`src/rtl/core/mean_relative_difference_assert.svh`:
```
// assertion macros shared by the mean relative difference rtl
// no dependencies; define NO_ASSERTIONS to compile the checks away
`ifndef MEAN_RELATIVE_DIFFERENCE_ASSERT_SVH
`define MEAN_RELATIVE_DIFFERENCE_ASSERT_SVH
`ifndef NO_ASSERTIONS
// same-cycle implication, clocked on clock, off while reset is high
`define MRD_ASSERT_IMPL(label, ante, cons, msg) \
   label: assert property (@(posedge clock) disable iff (reset) (ante) |-> (cons)) \
      else $error(msg);
// next-cycle implication, clocked on clock, off while reset is high
`define MRD_ASSERT_NEXT(label, ante, cons, msg) \
   label: assert property (@(posedge clock) disable iff (reset) (ante) |=> (cons)) \
      else $error(msg);
`else
`define MRD_ASSERT_IMPL(label, ante, cons, msg)
`define MRD_ASSERT_NEXT(label, ante, cons, msg)
`endif
`endif

```
`src/rtl/core/mrd_pkg.sv`:
```
// shared types and constants of the mean relative difference block
// no dependencies; used by the channel interfaces, the divider and the top level
package mrd_pkg;

   // default parameter values
   localparam int DEFAULT_MAX_ELEMENTS = 1048576;
   localparam int DEFAULT_DATA_WIDTH   = 32;

   // fixed field widths
   localparam int CFG_WIDTH   = 21;
   localparam int RATIO_WIDTH = 24;
   localparam int SUM_WIDTH   = 44;
   // extra fraction bits: ratio is 2*|e-r|/|e+r| in q8.16
   localparam int FRAC_BITS   = 17;

   localparam logic [RATIO_WIDTH-1:0] RATIO_MAX = '1;

   // sequencer states
   typedef enum logic [2:0] {
      ST_IDLE,
      ST_ABS,
      ST_RATIO_START,
      ST_RATIO_WAIT,
      ST_MEAN_START,
      ST_MEAN_WAIT,
      ST_OUT
   } mrd_state_type;

   // divider status towards the sequencer
   typedef struct packed {
      logic busy;
      logic done;
   } mrd_div_status_type;

endpackage

```
`src/rtl/core/mrd_if.sv`:
```
// valid/ready channel interfaces of the mean relative difference block
// depends on mrd_pkg for default widths
interface mrd_req_if #(
   parameter int DATA_WIDTH = mrd_pkg::DEFAULT_DATA_WIDTH
);
   logic                         valid;
   logic                         ready;
   logic signed [DATA_WIDTH-1:0] reference_value;
   logic signed [DATA_WIDTH-1:0] evaluated_value;
   logic                         last_element;

   modport source (output valid, output reference_value, output evaluated_value,
                   output last_element, input ready);
   modport sink   (input valid, input reference_value, input evaluated_value,
                   input last_element, output ready);
endinterface

interface mrd_rsp_if;
   logic                               valid;
   logic                               ready;
   logic [mrd_pkg::RATIO_WIDTH-1:0]    mean_ratio;
   logic                               division_error;

   modport source (output valid, output mean_ratio, output division_error, input ready);
   modport sink   (input valid, input mean_ratio, input division_error, output ready);
endinterface

interface mrd_csr_if;
   logic                            valid;
   logic                            ready;
   logic [mrd_pkg::CFG_WIDTH-1:0]   average_count;

   modport source (output valid, output average_count, input ready);
   modport sink   (input valid, input average_count, output ready);
endinterface

```
`src/rtl/core/mrd_divider.sv`:
```
// shared restoring divider: 24 quotient bits, one bit per cycle, saturating
// depends on mrd_pkg; used by mean_relative_difference for ratio and mean
module mrd_divider #(
   parameter int NUM_WIDTH = 50,
   parameter int DEN_WIDTH = 33
) (
   input  logic                              clock,
   input  logic                              reset,
   input  logic                              start,
   input  logic [NUM_WIDTH-1:0]              num,
   input  logic [DEN_WIDTH-1:0]              den,
   output mrd_pkg::mrd_div_status_type       status,
   output logic [mrd_pkg::RATIO_WIDTH-1:0]   quotient
);

   localparam int QW    = mrd_pkg::RATIO_WIDTH;
   localparam int HI_W  = NUM_WIDTH - QW;
   localparam int REM_W = (HI_W > DEN_WIDTH + 1) ? HI_W : DEN_WIDTH + 1;
   localparam int CNT_W = $clog2(QW);
   localparam logic [CNT_W-1:0] LAST_STEP = CNT_W'(QW - 1);

   logic                 run_ff, run_in;
   logic                 done_ff, done_in;
   logic [CNT_W-1:0]     cnt_ff, cnt_in;
   logic [REM_W-1:0]     rem_ff, rem_in;
   logic [QW-1:0]        low_ff, low_in;
   logic [DEN_WIDTH-1:0] den_ff, den_in;
   logic [QW-1:0]        quot_ff, quot_in;

   logic [REM_W-1:0]     start_hi;
   logic                 start_sat;
   logic [REM_W-1:0]     step_trial;
   logic [REM_W-1:0]     step_diff;
   logic                 step_ge;

   // overflow check at load and one restoring step per cycle
   always_comb begin
      start_hi   = REM_W'(num[NUM_WIDTH-1:QW]);
      start_sat  = start_hi >= REM_W'(den);
      step_trial = {rem_ff[REM_W-2:0], low_ff[QW-1]};
      step_ge    = step_trial >= REM_W'(den_ff);
      step_diff  = step_trial - REM_W'(den_ff);

      run_in  = run_ff;
      done_in = 1'b0;
      cnt_in  = cnt_ff;
      rem_in  = rem_ff;
      low_in  = low_ff;
      den_in  = den_ff;
      quot_in = quot_ff;

      if (start) begin
         den_in = den;
         if (start_sat) begin
            quot_in = mrd_pkg::RATIO_MAX;
            done_in = 1'b1;
         end else begin
            rem_in = start_hi;
            low_in = num[QW-1:0];
            run_in = 1'b1;
            cnt_in = '0;
         end
      end else if (run_ff) begin
         rem_in  = step_ge ? step_diff : step_trial;
         low_in  = {low_ff[QW-2:0], 1'b0};
         quot_in = {quot_ff[QW-2:0], step_ge};
         cnt_in  = cnt_ff + CNT_W'(1);
         if (cnt_ff == LAST_STEP) begin
            run_in  = 1'b0;
            done_in = 1'b1;
         end
      end
   end

   // control registers
   always_ff @(posedge clock) begin
      if (reset) begin
         run_ff  <= 1'b0;
         done_ff <= 1'b0;
         cnt_ff  <= '0;
      end else begin
         run_ff  <= run_in;
         done_ff <= done_in;
         cnt_ff  <= cnt_in;
      end
   end

   // datapath registers
   always_ff @(posedge clock) begin
      rem_ff  <= rem_in;
      low_ff  <= low_in;
      den_ff  <= den_in;
      quot_ff <= quot_in;
   end

   assign status.busy = run_ff;
   assign status.done = done_ff;
   assign quotient    = quot_ff;

endmodule

```
`src/rtl/core/mean_relative_difference.sv`:
```
// Pairs are handled one at a time: a new pair is accepted only in idle, once the last one is
// through the single shared 1-bit-per-cycle divider; a saturated ratio ends the division at
// load and a zero divisor skips it. Last pair: a second 24-step division forms the mean, and
// the result beat is registered once it is done and the result register is free. The result
// register lets the next pair in while a result waits. Synchronous active-high reset clears
// sum, count, flag and register.
`include "mean_relative_difference_assert.svh"
module mean_relative_difference #(
   parameter int MAX_ELEMENTS = mrd_pkg::DEFAULT_MAX_ELEMENTS,
   parameter int DATA_WIDTH   = mrd_pkg::DEFAULT_DATA_WIDTH
) (
   input  logic       clock,
   input  logic       reset,
   mrd_req_if.sink    req_ch,
   mrd_rsp_if.source  rsp_ch,
   mrd_csr_if.sink    csr_ch
);

   localparam int DIFF_W = DATA_WIDTH + 1;
   localparam int SUM_W  = mrd_pkg::SUM_WIDTH;
   localparam int CFG_W  = mrd_pkg::CFG_WIDTH;
   localparam int QW     = mrd_pkg::RATIO_WIDTH;
   localparam int FRAC   = mrd_pkg::FRAC_BITS;
   localparam int CW     = $clog2(MAX_ELEMENTS + 1);
   localparam int CMW    = (CFG_W > CW) ? CFG_W : CW;
   localparam int NUM_W  = (DIFF_W + FRAC > SUM_W) ? DIFF_W + FRAC : SUM_W;
   localparam int DEN_W  = (DIFF_W > CW) ? DIFF_W : CW;

   mrd_pkg::mrd_state_type state_ff, state_in;

   logic signed [DIFF_W-1:0] d_ff, d_in;
   logic signed [DIFF_W-1:0] s_ff, s_in;
   logic [DIFF_W-1:0]        ad_ff, ad_in;
   logic [DIFF_W-1:0]        as_ff, as_in;
   logic                     last_ff, last_in;
   logic [SUM_W-1:0]         sum_ff, sum_in;
   logic [CW-1:0]            items_ff, items_in;
   logic                     err_ff, err_in;
   logic [CFG_W-1:0]         avg_ff, avg_in;
   logic                     rsp_valid_ff, rsp_valid_in;
   logic [QW-1:0]            rsp_mean_ff, rsp_mean_in;
   logic                     rsp_err_ff, rsp_err_in;

   logic                         div_start;
   logic [NUM_W-1:0]             div_num;
   logic [DEN_W-1:0]             div_den;
   mrd_pkg::mrd_div_status_type  div_status;
   logic [QW-1:0]                div_quot;

   logic [SUM_W:0]   sum_wide;
   logic [CMW-1:0]   cfg_ext;
   logic [CMW-1:0]   cfg_clamp;
   logic [CW-1:0]    mean_cnt;

   logic             at_out;
   logic             out_fire;
   logic             div_waiting;
   logic             set_clear;

   // shared divider for the per-pair ratio and the final mean
   mrd_divider #(
      .NUM_WIDTH (NUM_W),
      .DEN_WIDTH (DEN_W)
   ) u_div (
      .clock    (clock),
      .reset    (reset),
      .start    (div_start),
      .num      (div_num),
      .den      (div_den),
      .status   (div_status),
      .quotient (div_quot)
   );

   // mean divisor: clamped register, else items seen, never zero
   always_comb begin
      cfg_ext   = CMW'(avg_ff);
      cfg_clamp = (cfg_ext > CMW'(MAX_ELEMENTS)) ? CMW'(MAX_ELEMENTS) : cfg_ext;
      mean_cnt  = CW'(cfg_clamp);
      if (mean_cnt == '0) begin
         mean_cnt = items_ff;
      end
      if (mean_cnt == '0) begin
         mean_cnt = CW'(1);
      end
   end

   // divider operands and saturating sum
   always_comb begin
      if (state_ff == mrd_pkg::ST_MEAN_START) begin
         div_num = NUM_W'(sum_ff);
         div_den = DEN_W'(mean_cnt);
      end else begin
         div_num = NUM_W'({ad_ff, {FRAC{1'b0}}});
         div_den = DEN_W'(as_ff);
      end
      sum_wide = {1'b0, sum_ff} + (SUM_W + 1)'(div_quot);
   end

   // sequencer: next state and datapath updates
   always_comb begin
      state_in     = state_ff;
      d_in         = d_ff;
      s_in         = s_ff;
      ad_in        = ad_ff;
      as_in        = as_ff;
      last_in      = last_ff;
      sum_in       = sum_ff;
      items_in     = items_ff;
      err_in       = err_ff;
      avg_in       = avg_ff;
      rsp_valid_in = rsp_valid_ff && !rsp_ch.ready;
      rsp_mean_in  = rsp_mean_ff;
      rsp_err_in   = rsp_err_ff;
      div_start    = 1'b0;

      if (csr_ch.valid) begin
         avg_in = csr_ch.average_count;
      end

      case (state_ff)
         mrd_pkg::ST_IDLE: begin
            if (req_ch.valid) begin
               d_in     = DIFF_W'(req_ch.evaluated_value) - DIFF_W'(req_ch.reference_value);
               s_in     = DIFF_W'(req_ch.evaluated_value) + DIFF_W'(req_ch.reference_value);
               last_in  = req_ch.last_element;
               state_in = mrd_pkg::ST_ABS;
            end
         end
         mrd_pkg::ST_ABS: begin
            ad_in = d_ff[DIFF_W-1] ? $unsigned(-d_ff) : $unsigned(d_ff);
            as_in = s_ff[DIFF_W-1] ? $unsigned(-s_ff) : $unsigned(s_ff);
            if (items_ff < CW'(MAX_ELEMENTS)) begin
               items_in = items_ff + CW'(1);
            end
            if (s_ff == '0) begin
               if (d_ff != '0) begin
                  err_in = 1'b1;
               end
               state_in = last_ff ? mrd_pkg::ST_MEAN_START : mrd_pkg::ST_IDLE;
            end else begin
               state_in = mrd_pkg::ST_RATIO_START;
            end
         end
         mrd_pkg::ST_RATIO_START: begin
            div_start = 1'b1;
            state_in  = mrd_pkg::ST_RATIO_WAIT;
         end
         mrd_pkg::ST_RATIO_WAIT: begin
            if (div_status.done) begin
               sum_in   = sum_wide[SUM_W] ? '1 : sum_wide[SUM_W-1:0];
               state_in = last_ff ? mrd_pkg::ST_MEAN_START : mrd_pkg::ST_IDLE;
            end
         end
         mrd_pkg::ST_MEAN_START: begin
            div_start = 1'b1;
            state_in  = mrd_pkg::ST_MEAN_WAIT;
         end
         mrd_pkg::ST_MEAN_WAIT: begin
            if (div_status.done) begin
               state_in = mrd_pkg::ST_OUT;
            end
         end
         mrd_pkg::ST_OUT: begin
            if (!rsp_valid_ff || rsp_ch.ready) begin
               rsp_valid_in = 1'b1;
               rsp_mean_in  = err_ff ? '0 : div_quot;
               rsp_err_in   = err_ff;
               sum_in       = '0;
               items_in     = '0;
               err_in       = 1'b0;
               state_in     = mrd_pkg::ST_IDLE;
            end
         end
         default: begin
            state_in = mrd_pkg::ST_IDLE;
         end
      endcase
   end

   // state and control registers
   always_ff @(posedge clock) begin
      if (reset) begin
         state_ff     <= mrd_pkg::ST_IDLE;
         sum_ff       <= '0;
         items_ff     <= '0;
         err_ff       <= 1'b0;
         avg_ff       <= '0;
         rsp_valid_ff <= 1'b0;
      end else begin
         state_ff     <= state_in;
         sum_ff       <= sum_in;
         items_ff     <= items_in;
         err_ff       <= err_in;
         avg_ff       <= avg_in;
         rsp_valid_ff <= rsp_valid_in;
      end
   end

   // payload registers
   always_ff @(posedge clock) begin
      d_ff        <= d_in;
      s_ff        <= s_in;
      ad_ff       <= ad_in;
      as_ff       <= as_in;
      last_ff     <= last_in;
      rsp_mean_ff <= rsp_mean_in;
      rsp_err_ff  <= rsp_err_in;
   end

   // channel outputs
   assign req_ch.ready          = (state_ff == mrd_pkg::ST_IDLE);
   assign csr_ch.ready          = 1'b1;
   assign rsp_ch.valid          = rsp_valid_ff;
   assign rsp_ch.mean_ratio     = rsp_mean_ff;
   assign rsp_ch.division_error = rsp_err_ff;

   // conditions named for the checks
   always_comb begin
      at_out      = (state_ff == mrd_pkg::ST_OUT);
      out_fire    = at_out && (state_in == mrd_pkg::ST_IDLE);
      div_waiting = (state_ff == mrd_pkg::ST_RATIO_WAIT) ||
                    (state_ff == mrd_pkg::ST_MEAN_WAIT);
      set_clear   = (sum_ff == '0) && (items_ff == '0) && !err_ff;
   end

   // checks
   `MRD_ASSERT_IMPL(a_start_idle_div, div_start, !div_status.busy, "divider restarted while busy")
   `MRD_ASSERT_IMPL(a_done_in_wait, div_status.done, div_waiting, "divider done outside a wait")
   `MRD_ASSERT_IMPL(a_rsp_from_out, $rose(rsp_valid_ff), $past(at_out), "stray result beat")
   `MRD_ASSERT_NEXT(a_clear_after_out, out_fire, set_clear, "set state not cleared after result")
   `MRD_ASSERT_IMPL(a_err_zero_mean, rsp_err_ff, rsp_mean_ff == '0, "nonzero mean on error")

endmodule

```
`src/flat_wrapper.sv`:
```
// flat-port wrapper written by rule: the top's interface ports become plain ports
module mean_relative_difference_flat 
#(
   parameter int MAX_ELEMENTS = mrd_pkg::DEFAULT_MAX_ELEMENTS,
   parameter int DATA_WIDTH   = mrd_pkg::DEFAULT_DATA_WIDTH
)
  (clock, reset, req_ch_valid, req_ch_reference_value, req_ch_evaluated_value, req_ch_last_element, req_ch_ready, rsp_ch_valid, rsp_ch_mean_ratio, rsp_ch_division_error, rsp_ch_ready, csr_ch_valid, csr_ch_average_count, csr_ch_ready);
  mrd_req_if #(.DATA_WIDTH(DATA_WIDTH)) req_ch_i ();
  mrd_rsp_if rsp_ch_i ();
  mrd_csr_if csr_ch_i ();
  input  logic clock;
  input  logic reset;
  input wire logic [$bits(req_ch_i.valid)-1:0] req_ch_valid;
  input wire logic [$bits(req_ch_i.reference_value)-1:0] req_ch_reference_value;
  input wire logic [$bits(req_ch_i.evaluated_value)-1:0] req_ch_evaluated_value;
  input wire logic [$bits(req_ch_i.last_element)-1:0] req_ch_last_element;
  output wire logic [$bits(req_ch_i.ready)-1:0] req_ch_ready;
  output wire logic [$bits(rsp_ch_i.valid)-1:0] rsp_ch_valid;
  output wire logic [$bits(rsp_ch_i.mean_ratio)-1:0] rsp_ch_mean_ratio;
  output wire logic [$bits(rsp_ch_i.division_error)-1:0] rsp_ch_division_error;
  input wire logic [$bits(rsp_ch_i.ready)-1:0] rsp_ch_ready;
  input wire logic [$bits(csr_ch_i.valid)-1:0] csr_ch_valid;
  input wire logic [$bits(csr_ch_i.average_count)-1:0] csr_ch_average_count;
  output wire logic [$bits(csr_ch_i.ready)-1:0] csr_ch_ready;
  assign req_ch_i.valid = req_ch_valid;
  assign req_ch_i.reference_value = req_ch_reference_value;
  assign req_ch_i.evaluated_value = req_ch_evaluated_value;
  assign req_ch_i.last_element = req_ch_last_element;
  assign req_ch_ready = req_ch_i.ready;
  assign rsp_ch_valid = rsp_ch_i.valid;
  assign rsp_ch_mean_ratio = rsp_ch_i.mean_ratio;
  assign rsp_ch_division_error = rsp_ch_i.division_error;
  assign rsp_ch_i.ready = rsp_ch_ready;
  assign csr_ch_i.valid = csr_ch_valid;
  assign csr_ch_i.average_count = csr_ch_average_count;
  assign csr_ch_ready = csr_ch_i.ready;
  mean_relative_difference #(.MAX_ELEMENTS(MAX_ELEMENTS), .DATA_WIDTH(DATA_WIDTH)) u_core (.clock(clock), .reset(reset), .req_ch(req_ch_i), .rsp_ch(rsp_ch_i), .csr_ch(csr_ch_i));
endmodule
```
`config.mk`:
```
export PLATFORM = sky130hd
export DESIGN_NAME = mean_relative_difference_flat
export DESIGN_NICKNAME = d
export VERILOG_FILES = /design/src/rtl/core/mrd_pkg.sv /design/src/rtl/core/mrd_if.sv /design/src/rtl/core/mrd_divider.sv /design/src/rtl/core/mean_relative_difference.sv /design/src/flat_wrapper.sv
export VERILOG_INCLUDE_DIRS = /design/src /design/src/rtl/core
export SDC_FILE = /design/constraint.sdc
export NUM_CORES = 1
export LEC_CHECK = 0
export ABC_AREA = 1
export BUFFER_PORTS_ARGS = -buffer_cell sky130_fd_sc_hd__buf_2
export CAP_MARGIN = 10
export CORE_ASPECT_RATIO = 0.6
export CORE_MARGIN = 8
export CORE_UTILIZATION = 40
export DETAILED_ROUTE_END_ITERATION = 7
export GPL_TIMING_DRIVEN = 0
export SLEW_MARGIN = 20
export SYNTH_ARGS = -nofsm -noshare
export SYNTH_HDL_FRONTEND = slang
export SYNTH_SLANG_ARGS = --single-unit
```
`constraint.sdc`:
```
create_clock -name clock -period 5.25 [get_ports clock]
set_clock_uncertainty 0.05 [all_clocks]
set_input_delay 0.525 -clock clock [delete_from_list [all_inputs] [get_ports clock]]
set_output_delay 0.525 -clock clock [all_outputs]
set_load 0.03 [all_outputs]
```
# == Word-level counts from Yosys, hierarchy flattened ==
# Index checks and enable logic that the tools add are counted.
# word_totals
register_bits,370
latch_bits,0
ram_bits,0
romBits,0
inputBits,91
wordCells,120
n_memories,0
# op_classes
add_sub_neg,8
multipliers,0
div_mod_pow,0
n_lt_le_gt_ge,4
n_eq_ne,16
n_shift,0
n_mux,49
n_bitwise,0
reduce_logical,21
# op_table
op,count
two-way mux 33 bit,5
two-way mux 24 bit,6
two-way mux 44 bit,3
two-way mux 21 bit,5
case mux 44 bit (2 select lines),1
negator 33 bit,2
two-way mux 32 bit,2
two-way mux 50 bit,1
adder 44 x 24 -> 45 bit,1
logical NOT 21 bit,2
case mux 21 bit (2 select lines),1
greater-or-equal comparator 34 x 33 -> 1 bit,1
adder 32 x 32 -> 33 bit,1
greater-or-equal comparator 26 x 33 -> 1 bit,1
logical NOT 33 bit,1
nonzero test 33 bit,1
subtractor 32 x 32 -> 33 bit,1
subtractor 33 bit,1
"adder 21 x 1 -> 21 bit, second input constant",1
"greater-than comparator 21 bit, second input constant",1
"< comparator 21 bit, second input constant",1
case mux 3 bit (7 select lines),1
two-way mux 3 bit,6
two-way mux 5 bit,3
other kinds (18),49

# == Depth between registers and ports, before layout ==
# logic_depth
ltp_word,10
mapped_depth,31
mapped_depth_nobuf,29

# == Modules after synthesis ==
# Synthesis repeated with hierarchy kept, for this count alone.
# hier_totals
cells_unflattened,3337
hier_area_um2,25154.1
# by_module_without_submodules
module,instances,cells_each,area_each_um2,seq_area_each_um2
mean_relative_difference,1,2266,16873.7,6506.2
mrd_divider,1,1071,8280.4,3563.4

# == Least setup slack after synthesis ==
# No wires, ideal clock.
# synth_path
kind,flip-flop to flip-flop
startpoint,register u_core.state_ff[0]
endpoint,"register u_core.u_div.low_ff[0], enable pin"
setup_time_ns,0.651
arrival_ns,3.868
t_required_ns,4.549
setup_slack_ns,0.681
stages_incl_launch_ff,19
n_path_buf,4
cell_sequence,dfxtp_1 > nor2_1 > nand2_1 > inv_1 > clkbuf_1 > clkbuf_1 > clkbuf_1 > buf_1 > nor2_1 > ha_1 > nand4_1 > nor4b_1 > nand3_1 > o211ai_1 > nor2_1 > nand2_1 > nand2_1 > nand2_1 > nand2_1
# synth_between
elab_chain_len,5
word_cells_on_any_way,10
cone_classes,1 x order compare; 3 x eq/ne; 3 x mux; 3 x reduce/logical
# synth_lines
element,line_no,source
from (decl),mean_relative_difference.sv:29,"mrd_pkg::mrd_state_type state_ff, state_in;"
from (signal assigned),mean_relative_difference.sv:183,state_ff <= mrd_pkg::ST_IDLE;
from (signal assigned),mean_relative_difference.sv:190,state_ff <= state_in;
equality test 3 bit / equality test 3 x 2 -> 1 bit (equally long branches),"mean_relative_difference.sv:89, mean_relative_difference.sv:120",
two-way mux 50 bit (tied with other cells),mean_relative_difference.sv:89,if (state_ff == mrd_pkg::ST_MEAN_START) begin
greater-or-equal comparator 26 x 33 -> 1 bit / two-way mux 1 bit (equally long branches),"mrd_divider.sv:39, mean_relative_difference.sv:120",
!= test 2 bit (no source line) / nonzero test 2 bit (equally long branches),--,
AND reduction 2 bit (no source line) (*),--,
to (signal assigned),mrd_divider.sv:91,low_ff <= low_in;
to (decl),mrd_divider.sv:26,"logic [QW-1:0] low_ff, low_in;"
# Every way passes the cells marked *; elsewhere a longest branch is shown, timed or not.
# A chain may end at the register's enable or synchronous reset.

# == Worst setup path after layout ==
# layout_path
startpoint,register u_core.state_ff[0]
endpoint,"register u_core.u_div.rem_ff[30], enable pin"
# layout_between
elab_chain_len,5
word_cells_on_any_way,10
cone_classes,1 x order compare; 3 x eq/ne; 3 x mux; 3 x reduce/logical
# layout_lines
element,line_no,source
equality test 3 bit / equality test 3 x 2 -> 1 bit (equally long branches),"mean_relative_difference.sv:89, mean_relative_difference.sv:120",
two-way mux 50 bit (tied with other cells),mean_relative_difference.sv:89,
greater-or-equal comparator 26 x 33 -> 1 bit / two-way mux 1 bit (equally long branches),"mrd_divider.sv:39, mean_relative_difference.sv:120",
!= test 2 bit (no source line) / nonzero test 2 bit (equally long branches),--,
AND reduction 2 bit (no source line) (*),--,
to (signal assigned),mrd_divider.sv:90,rem_ff <= rem_in;
to (decl),mrd_divider.sv:25,"logic [REM_W-1:0] rem_ff, rem_in;"
# Marks and branches as above.

==> flow_metrics.py <==
metrics = {
    "clock_tree": {
        "worst_skew_pair.late_latency_ns": 0.55,
        "cts_buffers": 38,
        "cts_root_buf": "clkbuf_16",
        "cts.sinks": 368,
        "clk_pin_slew_ns": 0.06,
        "postCtsHoldBufs": 0,
        "cts_max_level": 2,
        "tritoncts": "done",
        "post_cts_buffers": 0,
        "cts_buffer_depth": 3,
    },
    "placed_design": {
        "dp_worst_setup_slack_ns": -0.270,
        "gp_congestion": 0.962,
        "hpwl_mm": 58.8,
        "port_buffers": 116,
        "place_inst": 3838,
    },
    "min_path": {
        "hold_depth": 1,
        "holdPathEnd": "u_core.last_ff",
        "hp-class": "input port to flip-flop",
        "holdCritStartpoint": "req_ch_last_element",
    },
    "floorplan": {
        "core_mm2": 0.0589,
        "rows": 69,
        "die_h_um": 205,
        "io_pins": 119,
        "dieWidth_um": 330,
        "start_util_pct": 40.3,
        "dieArea_mm2": 0.0676,
    },
    "final_layout": {
        "instances_no_fill": 3906,
        "syn_to_final_growth_pct": 12.5,
        "fill_cells": 5821,
        "finalNetCount": 3344,
        "drive_gt1_share_pct": 8.07,
    },
    "logic_synthesis": {
        "syn_avg_cell_area_um2": 8.08,
        "syn_inst": 2933,
        "synth_commonest_cells": "519 x nand2_1, 410 x inv_1, 325 x nor2_1, 270 x edfxtp_1, 247 x a21oi_1",
        "ys_types": 59,
        "ys_ff_latch": 368,
        "synth_edf_count": 270,
        "synth_top_cell_by_area": "edfxtp_1",
        "synth_nets": 3181,
        "async_reset_ff_share_pct": 0,
        "synth_ff_type": "edfxtp_1",
        "yosysMostFrequentCell": "nand2_1",
        "ys_seq_area_share_pct": 42.5,
        "synth.area.top_cells": "edfxtp_1 34%, dfxtp_1 8.3%, nand2_1 8.2%",
        "yosysWarnings": 0,
        "syn_area_mm2": 0.0237,
        "synth_top_area_share_pct": 34.2,
    },
    "global_route": {
        "grt_antenna_before_repair": 0,
        "grt_pass1_wl_mm": 111,
        "gr-usage-met2_pct": 26.7,
        "grt_max_degree": 50,
        "grtUsageMet3_pct": 5.01,
        "grtUsageMet1_pct": 34.4,
        "overflow": 0,
        "busiest_layer": "met1",
        "track_usage_pct": 20.8,
        "grt_pass1_vias": 19500,
    },
    "worst_setup_path": {
        "critPathKind": "flip-flop to flip-flop",
        "end_kind": "flip-flop",
        "crit_fanout": 49,
        "cp-start-kind": "flip-flop",
        "worstPathArrival_ns": 5.28,
        "cp.required_ns": 5.44,
        "r2r_start": "u_core.state_ff[0]",
        "r2r_slack_ns": 0.16,
        "r2r-end": "u_core.u_div.rem_ff[30]",
        "r2r_cells": 17,
    },
    "routing": {
        "dr.first_iter.drc_count": 2280,
        "post-route-drc-count": 0,
        "drtAntennaViolNets": 0,
        "dr_total_vias": 20700,
        "drt_pass1_iterations": 6,
        "vias_per_cell": 5.30,
        "drt-wirelength-per-cell_um": 18.5,
        "routed_wl_mm": 72.3,
    },
    "sta": {
        "period_share_pct": 96.9,
        "tightest_slew_ns": 1.18,
        "drv_slew": 0,
        "hold_violations": 0,
        "fin_ws_ns": 0.160,
        "setup_viol": 0,
        "slew_headroom_pct": 20.5,
        "rsz0062_at_grt": "false",
        "fin_crit_ns": 5.09,
        "max_freq_mhz": 196,
    },
    "power_and_ir_drop": {
        "peakVddDrop_mv": 0.218,
        "power_uw": 10700,
        "p_leak_uw": 0.0114,
        "power_density_mw_per_mm2": 400,
    },
    "run_status": {
        "status": "finished, final reports clean",
    },
    "run": {
        "cap_violations": 0,
    },
}
## per-layer routing
metal | routed length, um | up-vias
li1 | - | 10100
met1 | 38400 | 9679
met2 | 26200 | 835
met3 | 6950 | 60
met4 | 758 | 0
met5 | 0 | -
## kinds of logic (layout without fill, tap and decap cells)
logic type / Yosys count / in the layout / share of synthesized area [%]
xor+xnor: 181 / 181 / 6.69
flops: 368 / 368 / 42.5
other cells: 1 / 2 / 0.0158
fa+ha+maj: 157 / 157 / 8.41
simple gates: 1074 / 1074 / 19.0
buf+inv: 518 / 709 / 8.32
compound gates: 632 / 632 / 15.0
mux: 2 / 2 / 0.0845
## registers in the layout (all words and copies together), names as in the netlist, 3 cells and up
register                  count
u_core.sum_ff                44
u_core.as_ff                 33
u_core.s_ff                  33
u_core.u_div.den_ff          33
u_core.u_div.rem_ff          33
u_core.ad_ff                 32
u_core.d_ff                  32
u_core.rsp_ch.mean_ratio     24
u_core.u_div.low_ff          24
u_core.u_div.quotient        24
u_core.avg_ff                21
u_core.items_ff              21
u_core.u_div.cnt_ff           5
u_core.state_ff               3
## per-stage QoR
step	instance area [um2]	setup TNS [ns]	hold slack (ns)	util, %
after CTS	26600	0	0.109	45.3
after global routing	26700	0	0.114	45.3
after global placement	25300	-121.99	0.372	42.9
after floorplan	23700	0	0.356	-
after detailed placement	25400	-16.51	0.380	43.2
final	26700	0	0.134	45.3
## how the worst max path moves through the flow
stage                       start                  endpoint  slack (ns)  cells past startpoint
2_1_floorplan  u_core.state_ff[0]    u_core.u_div.low_ff[0]        0.68                     18
3_3_place_gp   u_core.state_ff[0]   u_core.u_div.rem_ff[30]       -1.89                     17
3_5_place_dp   u_core.state_ff[0]  u_core.u_div.quotient[4]       -0.27                     16
6_report       u_core.state_ff[0]   u_core.u_div.rem_ff[30]        0.16                     17
5_1_grt        u_core.state_ff[0]   u_core.u_div.rem_ff[25]       0.003                     17
4_1_cts        u_core.state_ff[0]   u_core.u_div.rem_ff[25]         0.1                     19
## worst max-delay path: stages, from the launching register on
cell,delay [ns]
dfxtp_1,0.47
nor2_1,0.11
nand2_1,0.33
clkinvlp_4,0.34
clkbuf_2,0.28
clkbuf_2,0.30
a21boi_0,0.64
ha_1,0.28
nand4_1,0.15
nor4b_1,0.33
nand3_1,0.20
o211ai_1,0.19
nor2_1,0.11
nand2_1,0.15
nand2_1,0.08
nand2_1,0.27
nand2_4,0.19
buf_16,0.24
## power by group
part	switching [uW]	total (uW)	internal, uW
clock network	1190	2680	1490
registers	269	4170	3900
logic	2540	3810	1270
## area by class of cell
| type | instances | area [um2] | area share, % |
|---|---|---|---|
| multi-input cells | 2047 | 11700 | 43.9 |
| flip-flops and latches | 368 | 10100 | 37.8 |
| inverters | 421 | 1580 | 5.94 |
| clock buffers | 47 | 1020 | 3.81 |
| well taps | 781 | 977 | 3.67 |
| repair buffers | 124 | 728 | 2.73 |
| plain buffers | 96 | 398 | 1.49 |
| clock inverters | 21 | 185 | 0.695 |
| diodes | 1 | 2.50 | 0.00939 |
## timing repair
item / 4_1_cts / 5_1_grt
resized for setup: 7 / 9
setup endpoints to repair: 73 / 73
gates cloned: 0 / 0
## cells in the final DEF (no fill, tap or decap), types with 14 or more instances in the layout
| cell type | n |
|---|---|
| nand2_1 | 517 |
| inv_1 | 408 |
| nor2_1 | 324 |
| edfxtp_1 | 270 |
| a21oi_1 | 246 |
| o21ai_0 | 224 |
| ha_1 | 153 |
| xor2_1 | 134 |
| buf_2 | 121 |
| dfxtp_1 | 98 |
| nand3_1 | 87 |
| clkbuf_1 | 79 |
| nor3_1 | 57 |
| xnor2_1 | 47 |
| clkbuf_16 | 39 |
| nand4_1 | 29 |
| o211ai_1 | 21 |
| a31oi_1 | 20 |
| o21bai_1 | 18 |
| nor4_1 | 15 |
| o21a_1 | 15 |
| a22o_1 | 15 |
| or2_2 | 14 |
Note: power is estimated with default switching activity, not from simulation.
